### src/hdl/sdl_pkg.sv
// shared types, codes and constants of the display list rasterizer
// no dependencies
package sdl_pkg;

  localparam int MAX_SHAPES_DEF = 128;
  localparam int CANVAS_W_DEF   = 64;
  localparam int CANVAS_H_DEF   = 32;

  localparam int COORD_W    = 10;
  localparam int SPAN_W     = 13;
  localparam int SQ_OP_W    = 12;
  localparam int SQ_W       = 2 * SQ_OP_W;
  localparam int SRCH_STEPS = COORD_W;
  localparam int BIT_W      = 4;
  localparam int IN_W       = 56;
  localparam int OUT_W      = 80;
  localparam int ROW_OUT_W  = 64;
  localparam int COUNT_W    = 8;

  typedef enum logic [1:0] {
    CMD_ADD  = 2'd0,
    CMD_DEL  = 2'd1,
    CMD_MOD  = 2'd2,
    CMD_READ = 2'd3
  } cmd_t;

  typedef enum logic [1:0] {
    SHP_RECT = 2'd0,
    SHP_LINE = 2'd1,
    SHP_CIRC = 2'd2,
    SHP_TRI  = 2'd3
  } shape_t;

  typedef struct packed {
    shape_t                     shape;
    logic signed [COORD_W-1:0]  pos_x;
    logic signed [COORD_W-1:0]  pos_y;
    logic signed [COORD_W-1:0]  arg_a;
    logic signed [COORD_W-1:0]  arg_b;
  } obj_t;

  typedef struct packed {
    logic                      en;
    logic signed [SPAN_W-1:0]  lo;
    logic signed [SPAN_W-1:0]  hi;
  } span_t;

  typedef enum logic [4:0] {
    ST_IDLE,
    ST_DECODE,
    ST_MOD_RD,
    ST_MOD_WR,
    ST_DEL_RD,
    ST_DEL_WR,
    ST_ROW_BEGIN,
    ST_OBJ_RD,
    ST_OBJ_LD,
    ST_SQ_A,
    ST_SQ_DY,
    ST_SQ_T,
    ST_SRCH,
    ST_CHK,
    ST_MASK,
    ST_FR_RD,
    ST_FR_OUT,
    ST_DONE
  } state_t;

endpackage

### src/hdl/sdl_sq.sv
// shared squaring unit, one registered product per cycle
// depends on sdl_pkg
module sdl_sq import sdl_pkg::*; (
  input  logic                      clk,
  input  logic signed [SQ_OP_W-1:0] op,
  output logic signed [SQ_W-1:0]    sq
);

  logic signed [SQ_W-1:0] op_ext;

  assign op_ext = SQ_W'(op);

  always_ff @(posedge clk) begin
    sq <= op_ext * op_ext;
  end

endmodule

### config.mk
export PLATFORM = sky130hd
export DESIGN_NAME = sdl_sq
export DESIGN_NICKNAME = d
export VERILOG_FILES = /design/src/hdl/sdl_pkg.sv /design/src/hdl/sdl_sq.sv
export SDC_FILE = /design/constraint.sdc
export NUM_CORES = 1
export LEC_CHECK = 0
export ABC_AREA = 0
export BUFFER_PORTS_ARGS = -buffer_cell sky130_fd_sc_hd__buf_2
export CAP_MARGIN = 25
export CELL_PAD_IN_SITES_DETAIL_PLACEMENT = 1
export CELL_PAD_IN_SITES_GLOBAL_PLACEMENT = 1
export CORE_MARGIN = 2
export CORE_UTILIZATION = 50
export CTS_BUF_LIST = sky130_fd_sc_hd__clkbuf_16
export CTS_CLUSTER_SIZE = 28
export DETAILED_ROUTE_END_ITERATION = 8
export PLACE_DENSITY = 0.88
export SLEW_MARGIN = 10
export SYNTH_ARGS = -nofsm -noshare
export SYNTH_HDL_FRONTEND = slang
export SYNTH_SLANG_ARGS = --single-unit
### constraint.sdc
create_clock -name clk -period 10.5 [get_ports clk]
set_input_delay 1.05 -clock clk [delete_from_list [all_inputs] [get_ports clk]]
set_output_delay 1.05 -clock clk [all_outputs]
set_load 0.005 [all_outputs]
---- Yosys cells after proc, flatten, opt, wreduce, memory -nomap -nowiden ----
Index checks and enable logic that the tools add are counted.
Widths: inputs -> output; s select.
storage, ports and cells
  bits in registers ....................... 24
  input port bits ......................... 13
  output and inout port bits .............. 24
cells by class
  multiply operators ...................... 1
operator list
  kind            count
  $mul 12x12->24  1

---- Depth between registers and ports, before layout ----
Gate-level depths: netlist of the first run.
  word-level depth ........................ 1
  mapped depth ............................ 22

---- Worst setup path before layout of the first run ----
OpenSTA, ideal clock, no wires.
  kind .................................... input port to flip-flop
  from .................................... input port op[8]
  to ...................................... register sq[21]
  library setup time ...................... 72 ps
  arrival time ............................ 5912 ps
  required time ........................... 10428 ps
  setup slack ............................. 4516 ps
  stages .................................. 22
  cell sequence ........................... clkbuf_1 -> inv_1 -> nor2_1 -> inv_1 -> fa_1 -> inv_1 -> fa_1 -> inv_1 -> fa_1 -> inv_1 -> fa_1 -> inv_1 -> fa_1 -> inv_1 -> ha_1 -> a2111oi_0 -> nor3_1 -> o41ai_2 -> a31oi_1 -> a221o_1 -> a21oi_2 -> xnor2_1
between the ends
  longest elaborated chain between the ends .. 1
RTL lines
  element               RTL line      text
  start, declared       sdl_sq.sv:5   input logic signed [SQ_OP_W-1:0] op,
  $mul 12x12->24        sdl_sq.sv:14  sq <= op_ext * op_ext;
  end signal, assigned  sdl_sq.sv:14
  end, declared         sdl_sq.sv:6   output logic signed [SQ_W-1:0] sq
Every way passes these cells.

---- Worst setup path after layout of the first run ----
Same ends and word-level chain as after synthesis.

==> impl_metrics.json, run 1 <==
{
  "ys_types": 42,
  "finalSetupTns_ns": 0,
  "drc_errors": 0,
  "wl_um": 12180,
  "cp_slowest_cell": "fa_1",
  "ctsResizeCount": 0,
  "die_w_um": 108.5,
  "crit_top_cell": "inv_1",
  "grt_pass1_wl_um": 21010,
  "regMostFlops": "sq",
  "slowest_delay_ns": 0.54,
  "final_util_pct": 54.37,
  "clk_pin_slew_ns": 0.06,
  "cp_top_family": "adder cells",
  "ios": 37,
  "max_freq_mhz": 163.5,
  "cts_hold_buf": 0,
  "rows": 38,
  "yosysSeqAreaShare_pct": 8.427,
  "required_ns": 10.69,
  "die_height_um": 108.5,
  "nNetsFinal": 794,
  "cts_buffers": 3,
  "worst_pin_slew_ns": 0.5158,
  "dr.pass1.iters": 4,
  "largest_reg_flops": 23,
  "overflow": 0,
  "gp_congestion": 0.8201,
  "status": "completed",
  "grt_max_degree": 15,
  "vias_per_cell": 5.028,
  "post-cts-setup-buffers": 0,
  "clock_path_buffers": 2,
  "die-area_mm2": 0.01178,
  "syn_area_per_cell_um2": 9.503,
  "start_util_pct": 50.85,
  "cp-end-kind": "register",
  "cp.arrival_ns": 6.31,
  "core_area_mm2": 0.01075,
  "syn-num-nets": 767,
  "ys_warn_count": 0,
  "relSlewSlack_pct": 65.35,
  "port_buffers": 35,
  "drv_slew": 0,
  "crit_path_cell_trace": "buf_2 -> inv_1 -> nor2_1 -> inv_1 -> fa_1 -> inv_1 -> fa_1 -> inv_1 -> fa_1 -> inv_1 -> fa_1 -> inv_1 -> fa_1 -> inv_1 -> ha_1 -> a2111oi_0 -> nor3_1 -> o41ai_2 -> a31oi_1 -> a221o_1 -> a21oi_2 -> xnor2_1",
  "fin_crit_ns": 6.118,
  "reg_top3": "sq (23)",
  "cts-root-buf": "clkbuf_16",
  "cp.buffers_inverters": 8,
  "cp-start-kind": "primary input",
  "synth-seq-cells": 23,
  "rsz0062_at_grt": "no",
  "post_synth_instance_area_mm2": 0.005464,
  "antenna_found_initial": 0,
  "tritoncts": "built",
  "clock-sinks": 23,
  "area_growth_pct": 6.915,
  "hold_viol_final": 0,
  "hold_path_class": "in -> reg",
  "diodes": 0,
  "maxCapViolCount": 0,
  "crit_type": "in -> reg",
  "htree_levels": 1,
  "grt_usage_pct": 23.31,
  "first_global_vias": 4536,
  "drtIter0Drc": 102,
  "wl_per_cell_um": 16.43,
  "path_max_fanout": 9,
  "synthCells": 575,
  "via_count": 3726,
  "post-dp-hpwl_um": 10960,
  "drive_gt1_share_pct": 8.153,
  "setup_violations": 0,
  "postRouteAntennaNets": 0,
  "finalCritPeriodShare_pct": 58.27
}
==> area by class of cell <==
| cell class | instances | area (µm²) |
|---|---|---|
| inverters | 181 | 679.4 |
| clock buffers | 3 | 75.07 |
| clock inverters | 1 | 5.005 |
| fillers | 1251 | 4903 |
| flip-flops and latches | 23 | 460.4 |
| multi-input cells | 358 | 4272 |
| well taps | 140 | 175.2 |
| repair buffers | 35 | 175.2 |
==> cells in the mapped netlist <==
cell	count	area, µm²
nor4_1	1	6.260
conb_1	1	3.750
o211ai_1	1	7.510
xor2_1	6	52.55
a21oi_1	12	60.06
nand3_1	1	5.000
inv_2	1	3.750
nor2b_4	1	13.76
a2111oi_0	1	8.760
a31oi_1	3	18.77
buf_4	1	7.510
and2_1	35	219.0
a31o_2	1	8.760
ha_1	55	688.2
nor2_1	21	78.83
a21boi_1	1	7.510
nor3b_1	1	7.510
o21bai_1	2	15.01
fa_1	124	2482
and3_2	1	7.510
xnor2_1	21	183.9
o32ai_1	1	8.760
a221oi_1	1	8.760
a21o_1	5	37.54
o41ai_2	2	32.53
nor3_1	5	25.02
o31a_1	1	8.760
dfxtp_1	23	460.4
or2_2	2	12.51
a221o_1	1	10.01
mux2i_1	1	10.01
nor2b_1	4	25.02
nand2_1	32	120.1
and4_1	2	17.52
clkbuf_1	12	45.04
o21a_1	2	15.01
a21oi_2	1	8.760
o21ai_1	1	5.000
o21ai_0	4	20.02
nand2b_1	3	18.77
a211oi_2	1	12.51
inv_1	180	675.7
==> final timing paths <==
path,from,end,slack [ns],cells past startpoint
worst min-delay path,op[0],sq[0],1.08,1
worst max-delay path,op[8],sq[21],4.38,22
==> layer usage <==
metal  vias up  track usage (%)  wire length [µm]
met4         0            8.791               536
met2        67            47.54              7180
met3        36            2.110               248
met1      1908            24.07              4212
li1       1715                -                 -
met5         -                0                 0
==> per-stage QoR <==
step	hold WS, ns	instances	setup slack, ns	cell area (µm²)
after floorplan	1.078	575	4.516	5464
after global placement	1.335	737	4.361	5762
after detailed placement	1.345	737	4.052	5762
after CTS	1.074	741	4.315	5842
after global routing	1.074	741	4.081	5842
final	1.084	741	4.382	5842
==> logic make-up (layout without fill, tap and decap cells) <==
logic type	count (synthesis)	count (layout)	synth area share [%]
xor gates and xnor gates	27	27	4.328
DFF	23	23	8.427
adders and majority gates	179	179	58.03
muxes	1	1	0.1832
buffers and inverters	194	220	13.40
AOI/OAI and AO/OA	41	41	5.381
other	1	1	0.06863
and+or+nand+nor	109	109	10.19
==> layout by cell type, fill, tap and decap left out, types with 2 or more instances in the layout <==
master,count
fa_1,124
xor2_1,6
o21a_1,2
and2_1,35
nor3_1,5
o21bai_1,2
xnor2_1,21
a21oi_1,12
nand2_1,32
a31oi_1,3
nand2b_1,3
buf_2,35
o21ai_0,4
dfxtp_1,23
clkbuf_16,3
o41ai_2,2
a21o_1,5
ha_1,55
inv_1,180
or2_2,2
nor2b_1,4
and4_1,2
nor2_1,21
Power of run 1 is not shown: default switching activity piles up to over one toggle a cycle in this logic, so the estimate is an artifact.
==> run 2, diff against run 1 <==
==> constraint.sdc (replaced) <==
create_clock -name clk -period 6.4 [get_ports clk]
set_input_delay 0.64 -clock clk [delete_from_list [all_inputs] [get_ports clk]]
set_output_delay 0.64 -clock clk [all_outputs]
set_load 0.005 [all_outputs]
==> run 2 against run 1 <==
Design area is the same; core utilization unchanged; critical path depth is the same.
==> impl_metrics.json, run 2 (synthesis results as in run 1) <==
{
  "drtIter0Drc": 108,
  "start_util_pct": 50.85,
  "first_global_vias": 4530,
  "antenna_found_initial": 0,
  "min_from": "op[0]",
  "dp_slack_ns": 0.3649,
  "cts_hold_buf": 0,
  "post-dp-hpwl_um": 11150,
  "grt_pass1_wl_um": 21140,
  "gp_congestion": 0.8202,
  "setup_violations": 0,
  "cp-start-kind": "primary input",
  "cp_top_family": "adder cells",
  "clock_path_buffers": 2,
  "clock-sinks": 23,
  "finalSetupTns_ns": 0,
  "required_ns": 6.59,
  "port_buffers": 35,
  "drv_slew": 0,
  "area_growth_pct": 6.915,
  "status": "completed",
  "nFillCells": 1271,
  "largest_reg_flops": 23,
  "final.setup.worst_slack_ns": 0.6455,
  "max_freq_mhz": 173.8,
  "drive_gt1_share_pct": 8.153,
  "cts-root-buf": "clkbuf_16",
  "die_height_um": 108.5,
  "postRouteAntennaNets": 0,
  "drc_errors": 0,
  "crit_type": "in -> reg",
  "grt_max_degree": 15,
  "final_util_pct": 54.37,
  "crit_top_cell": "inv_1",
  "wl_um": 12540,
  "rsz0062_at_grt": "no",
  "dr.pass1.iters": 4,
  "core_area_mm2": 0.01075,
  "cts_buffers": 3,
  "vias_per_cell": 5.049,
  "fin_crit_ns": 5.754,
  "cp.arrival_ns": 5.95,
  "ios": 37,
  "slowest_delay_ns": 0.54,
  "holdPathStages": 1,
  "dpl-instance-area_mm2": 0.005762,
  "nNetsFinal": 794,
  "regMostFlops": "sq",
  "cp.buffers_inverters": 8,
  "grt_usage_pct": 23.68,
  "die_w_um": 108.5,
  "overflow": 0,
  "finalCritPeriodShare_pct": 89.91,
  "rows": 38,
  "htree_levels": 1,
  "via_count": 3741,
  "maxCapViolCount": 0,
  "final_cell_mix": "180 x inv_1, 124 x fa_1, 55 x ha_1",
  "cp-end-kind": "register",
  "postLayoutCellArea_mm2": 0.005842,
  "diodes": 0,
  "wl_per_cell_um": 16.93,
  "hold_viol_final": 0,
  "reg_top3": "sq (23)",
  "hold_path_class": "in -> reg",
  "final_common_cell": "inv_1",
  "path_max_fanout": 9,
  "post-cts-setup-buffers": 0,
  "cp_slowest_cell": "fa_1",
  "crit_path_cell_trace": "buf_2 -> inv_1 -> nor2_1 -> inv_1 -> fa_1 -> inv_1 -> fa_1 -> inv_1 -> fa_1 -> inv_1 -> fa_1 -> inv_1 -> fa_1 -> inv_1 -> ha_1 -> a2111oi_0 -> nor3_1 -> o41ai_2 -> a31oi_1 -> a221o_1 -> a21oi_2 -> xnor2_1",
  "tritoncts": "built",
  "ctsResizeCount": 0,
  "holdPathEnd": "sq[0]",
  "clk_pin_slew_ns": 0.06,
  "die-area_mm2": 0.01178
}
[run 2: cell counts in the layout (fill, tap and decap cells not counted)]
No cell type changed its count.
[run 2: stage by stage]
stage	hold slack, ns	std cells
floorplan	0.6677	575
global placement	0.9248	737
detailed placement	0.9394	737
CTS	0.6642	741
global route	0.6776	741
finish	0.6707	741
[run 2: worst max-delay path by stage]
stage / start / to / depth (start not counted) / slack, ns
floorplan: op[8] / sq[21] / 22 / 0.83
global placement: op[8] / sq[21] / 22 / 0.67
detailed placement: op[8] / sq[21] / 22 / 0.36
CTS: op[8] / sq[21] / 22 / 0.60
global route: op[8] / sq[21] / 22 / 0.35
finish: op[8] / sq[21] / 22 / 0.65
[run 2: cell type report]
class,instances,area [µm²],area share (%)
clock buffer,3,75.07,1.285
clock inverter,1,5.005,0.08567
inverter,181,679.4,11.63
multi-input combinational,358,4272,73.12
sequential,23,460.4,7.882
tap,140,175.2,2.999
timing repair buffer,35,175.2,2.999
[run 2: layer usage]
layer	wire (µm)	track usage, %	vias to the layer above
li1	-	-	1719
met5	0	0	-
met4	455	7.601	0
met1	4403	24.49	1926
met2	7478	48.66	62
met3	206	2.471	34
Power of run 2 is left out for the same reason.
==> run 3, diff against run 2 <==
--- a/config.mk
+++ b/config.mk
@@ -5,17 +5,17 @@
 export SDC_FILE = /design/constraint.sdc
 export NUM_CORES = 1
 export LEC_CHECK = 0
-export ABC_AREA = 0
+export ABC_AREA = 1
 export BUFFER_PORTS_ARGS = -buffer_cell sky130_fd_sc_hd__buf_2
 export CAP_MARGIN = 25
 export CELL_PAD_IN_SITES_DETAIL_PLACEMENT = 1
 export CELL_PAD_IN_SITES_GLOBAL_PLACEMENT = 1
 export CORE_MARGIN = 2
-export CORE_UTILIZATION = 50
+export CORE_UTILIZATION = 48
 export CTS_BUF_LIST = sky130_fd_sc_hd__clkbuf_16
 export CTS_CLUSTER_SIZE = 28
 export DETAILED_ROUTE_END_ITERATION = 8
-export PLACE_DENSITY = 0.88
+export PLACE_DENSITY = 0.87
 export SLEW_MARGIN = 10
 export SYNTH_ARGS = -nofsm -noshare
 export SYNTH_HDL_FRONTEND = slang
==> run 3 against run 2 <==
Final cell count up 21%; via count up 20%; worst hold slack improved by 0.019 ns; worst setup slack better by 0.44 ns; first-iteration DRC count is 63% higher; core utilization decreased by 2.2 points; design area is 6.3% higher; global-route usage rose by 0.90 points; critical endpoint is now sq[23].
==> impl_metrics.json, run 3 <==
{
  "grt_usage_pct": 24.58,
  "clock-sinks": 23,
  "synth_flop_cell": "dfxtp_1",
  "cp-end-kind": "register",
  "rows": 40,
  "syn_area_per_cell_um2": 8.035,
  "drtIter0Drc": 176,
  "relSlewSlack_pct": 65.56,
  "postRouteAntennaNets": 0,
  "hold_ws_ns": 0.6895,
  "ys_async_sr_fraction_pct": 0,
  "crit_top_cell": "fa_1",
  "htree_levels": 1,
  "tritoncts": "built",
  "worst_pin_slew_ns": 0.5166,
  "final_cells": 898,
  "yosysTopAreaCellShare_pct": 42.61,
  "reg_top3": "sq (23)",
  "fin_crit_ns": 5.318,
  "cp.arrival_ns": 5.47,
  "overflow": 0,
  "largest_reg_flops": 23,
  "diodes": 0,
  "regMostFlops": "sq",
  "via_count": 4471,
  "cp_top_family": "adder cells",
  "synth-edff-count": 0,
  "drc_errors": 0,
  "finalSetupTns_ns": 0,
  "vias_per_cell": 4.979,
  "area_growth_pct": 6.615,
  "synth_top_area_cell": "fa_1",
  "holdPathStages": 1,
  "wl_per_cell_um": 16.04,
  "clk_pin_slew_ns": 0.06,
  "cp-start-kind": "primary input",
  "maxCapViolCount": 0,
  "slowest_delay_ns": 0.55,
  "port_buffers": 35,
  "cp.buffers_inverters": 6,
  "crit_type": "in -> reg",
  "die-area_mm2": 0.01303,
  "drive_gt1_share_pct": 7.057,
  "synth-seq-cells": 23,
  "yosysSeqAreaShare_pct": 7.904,
  "post-dp-hpwl_um": 12640,
  "holdPathEnd": "sq[0]",
  "grt_pass1_wl_um": 25240,
  "setup_violations": 0,
  "wl_um": 14400,
  "synth_most_common_cell": "inv_1",
  "start_util_pct": 48.91,
  "grt_max_degree": 16,
  "ctsResizeCount": 0,
  "cts-root-buf": "clkbuf_16",
  "synthCells": 725,
  "cp_slowest_cell": "fa_1",
  "ios": 37,
  "first_global_vias": 5382,
  "antenna_found_initial": 0,
  "clock_path_buffers": 2,
  "dr.pass1.iters": 4,
  "final_util_pct": 52.14,
  "gp_congestion": 0.9046,
  "cts_hold_buf": 0,
  "synthTopCellsByCount": "241 x inv_1, 153 x nand2_1, 124 x fa_1, 55 x ha_1, 28 x nor2_1",
  "cts_buffers": 3,
  "ys_types": 26,
  "post-cts-setup-buffers": 0,
  "post_synth_instance_area_mm2": 0.005826,
  "ys_warn_count": 0,
  "required_ns": 6.56,
  "rsz0062_at_grt": "no",
  "path_max_fanout": 15,
  "hold_path_class": "in -> reg",
  "synth_area_leaders": "fa_1 43%, inv_1 16%, ha_1 12%, nand2_1 9.9%, dfxtp_1 7.9%",
  "final_common_cell": "inv_1",
  "min_from": "op[0]",
  "die_height_um": 114.2,
  "finalCritPeriodShare_pct": 83.10,
  "final_cell_mix": "242 x inv_1, 153 x nand2_1, 124 x fa_1",
  "dp.cells": 894,
  "die_w_um": 114.2,
  "drv_slew": 0,
  "crit_path_cell_trace": "buf_2 -> clkinv_1 -> or2_2 -> fa_1 -> inv_1 -> fa_1 -> fa_1 -> fa_1 -> inv_1 -> fa_1 -> inv_1 -> ha_1 -> nand4_1 -> nor2_2 -> nand4_1 -> inv_1 -> nor2_1 -> nand2_1 -> nand2_1",
  "hold_viol_final": 0,
  "status": "completed",
  "nNetsFinal": 944,
  "core_area_mm2": 0.01191,
  "max_freq_mhz": 188.0,
  "syn-num-nets": 917
}
==> run 3: changes by cell type after synthesis, moves of 4 or more <==
cell     before  now
nand4_1       0    7
nand3_1       1   24
inv_1       180  241
xor2_1        6   14
nor2_1       21   28
nor2b_1       4    0
a21o_1        5    1
nor3_1        5    0
and2_1       35    0
xnor2_1      21    6
nand2_1      32  153
==> run 3: per-layer routing <==
metal	up-vias	GRT usage [%]	wire (µm)
met1	2280	27.18	5255
li1	2086	-	-
met4	0	6.098	361
met3	32	1.853	289
met2	73	50.16	8494
met5	-	0	0
==> run 3: worst max-delay path by stage <==
stage / start / end / slack, ns / cells past startpoint
2_1_floorplan: op[3] / sq[21] / 1.32 / 18
3_3_place_gp: op[11] / sq[23] / 1.06 / 19
3_5_place_dp: op[11] / sq[23] / 0.81 / 19
4_1_cts: op[11] / sq[23] / 1.07 / 19
5_1_grt: op[11] / sq[23] / 0.78 / 19
6_report: op[11] / sq[23] / 1.08 / 19
==> run 3: area by class of cell <==
type | instances | area (µm²)
Timing Repair Buffer | 35 | 175.2
Multi-Input combinational cell | 445 | 4397
Clock buffer | 3 | 75.07
Inverter | 244 | 915.9
Sequential cell | 23 | 460.4
Clock inverter | 1 | 3.754
Fill cell | 1524 | 5700
Tap cell | 147 | 183.9
==> run 3: metrics by stage <==
stage                     instance area, µm²  setup WS (ns)
after floorplan                         5826          1.316
after global placement                  6132          1.056
after detailed placement                6132         0.8103
after CTS                               6211          1.069
after global routing                    6211         0.7810
final                                   6211          1.082
==> run 3: kinds of logic (layout without fill, tap and decap cells) <==
family / count (synthesis) / after routing / synth area share (%)
AO/OA/AOI/OAI: 20 / 20 / 1.869
XOR/XNOR: 20 / 20 / 3.007
adder cells (fa/ha/maj): 179 / 179 / 54.42
buffers and inverters: 257 / 283 / 16.62
flip-flops: 23 / 23 / 7.904
other: 1 / 1 / 0.06437
AND/OR/NAND/NOR: 225 / 225 / 16.11
Power of run 3 is left out for the same reason.
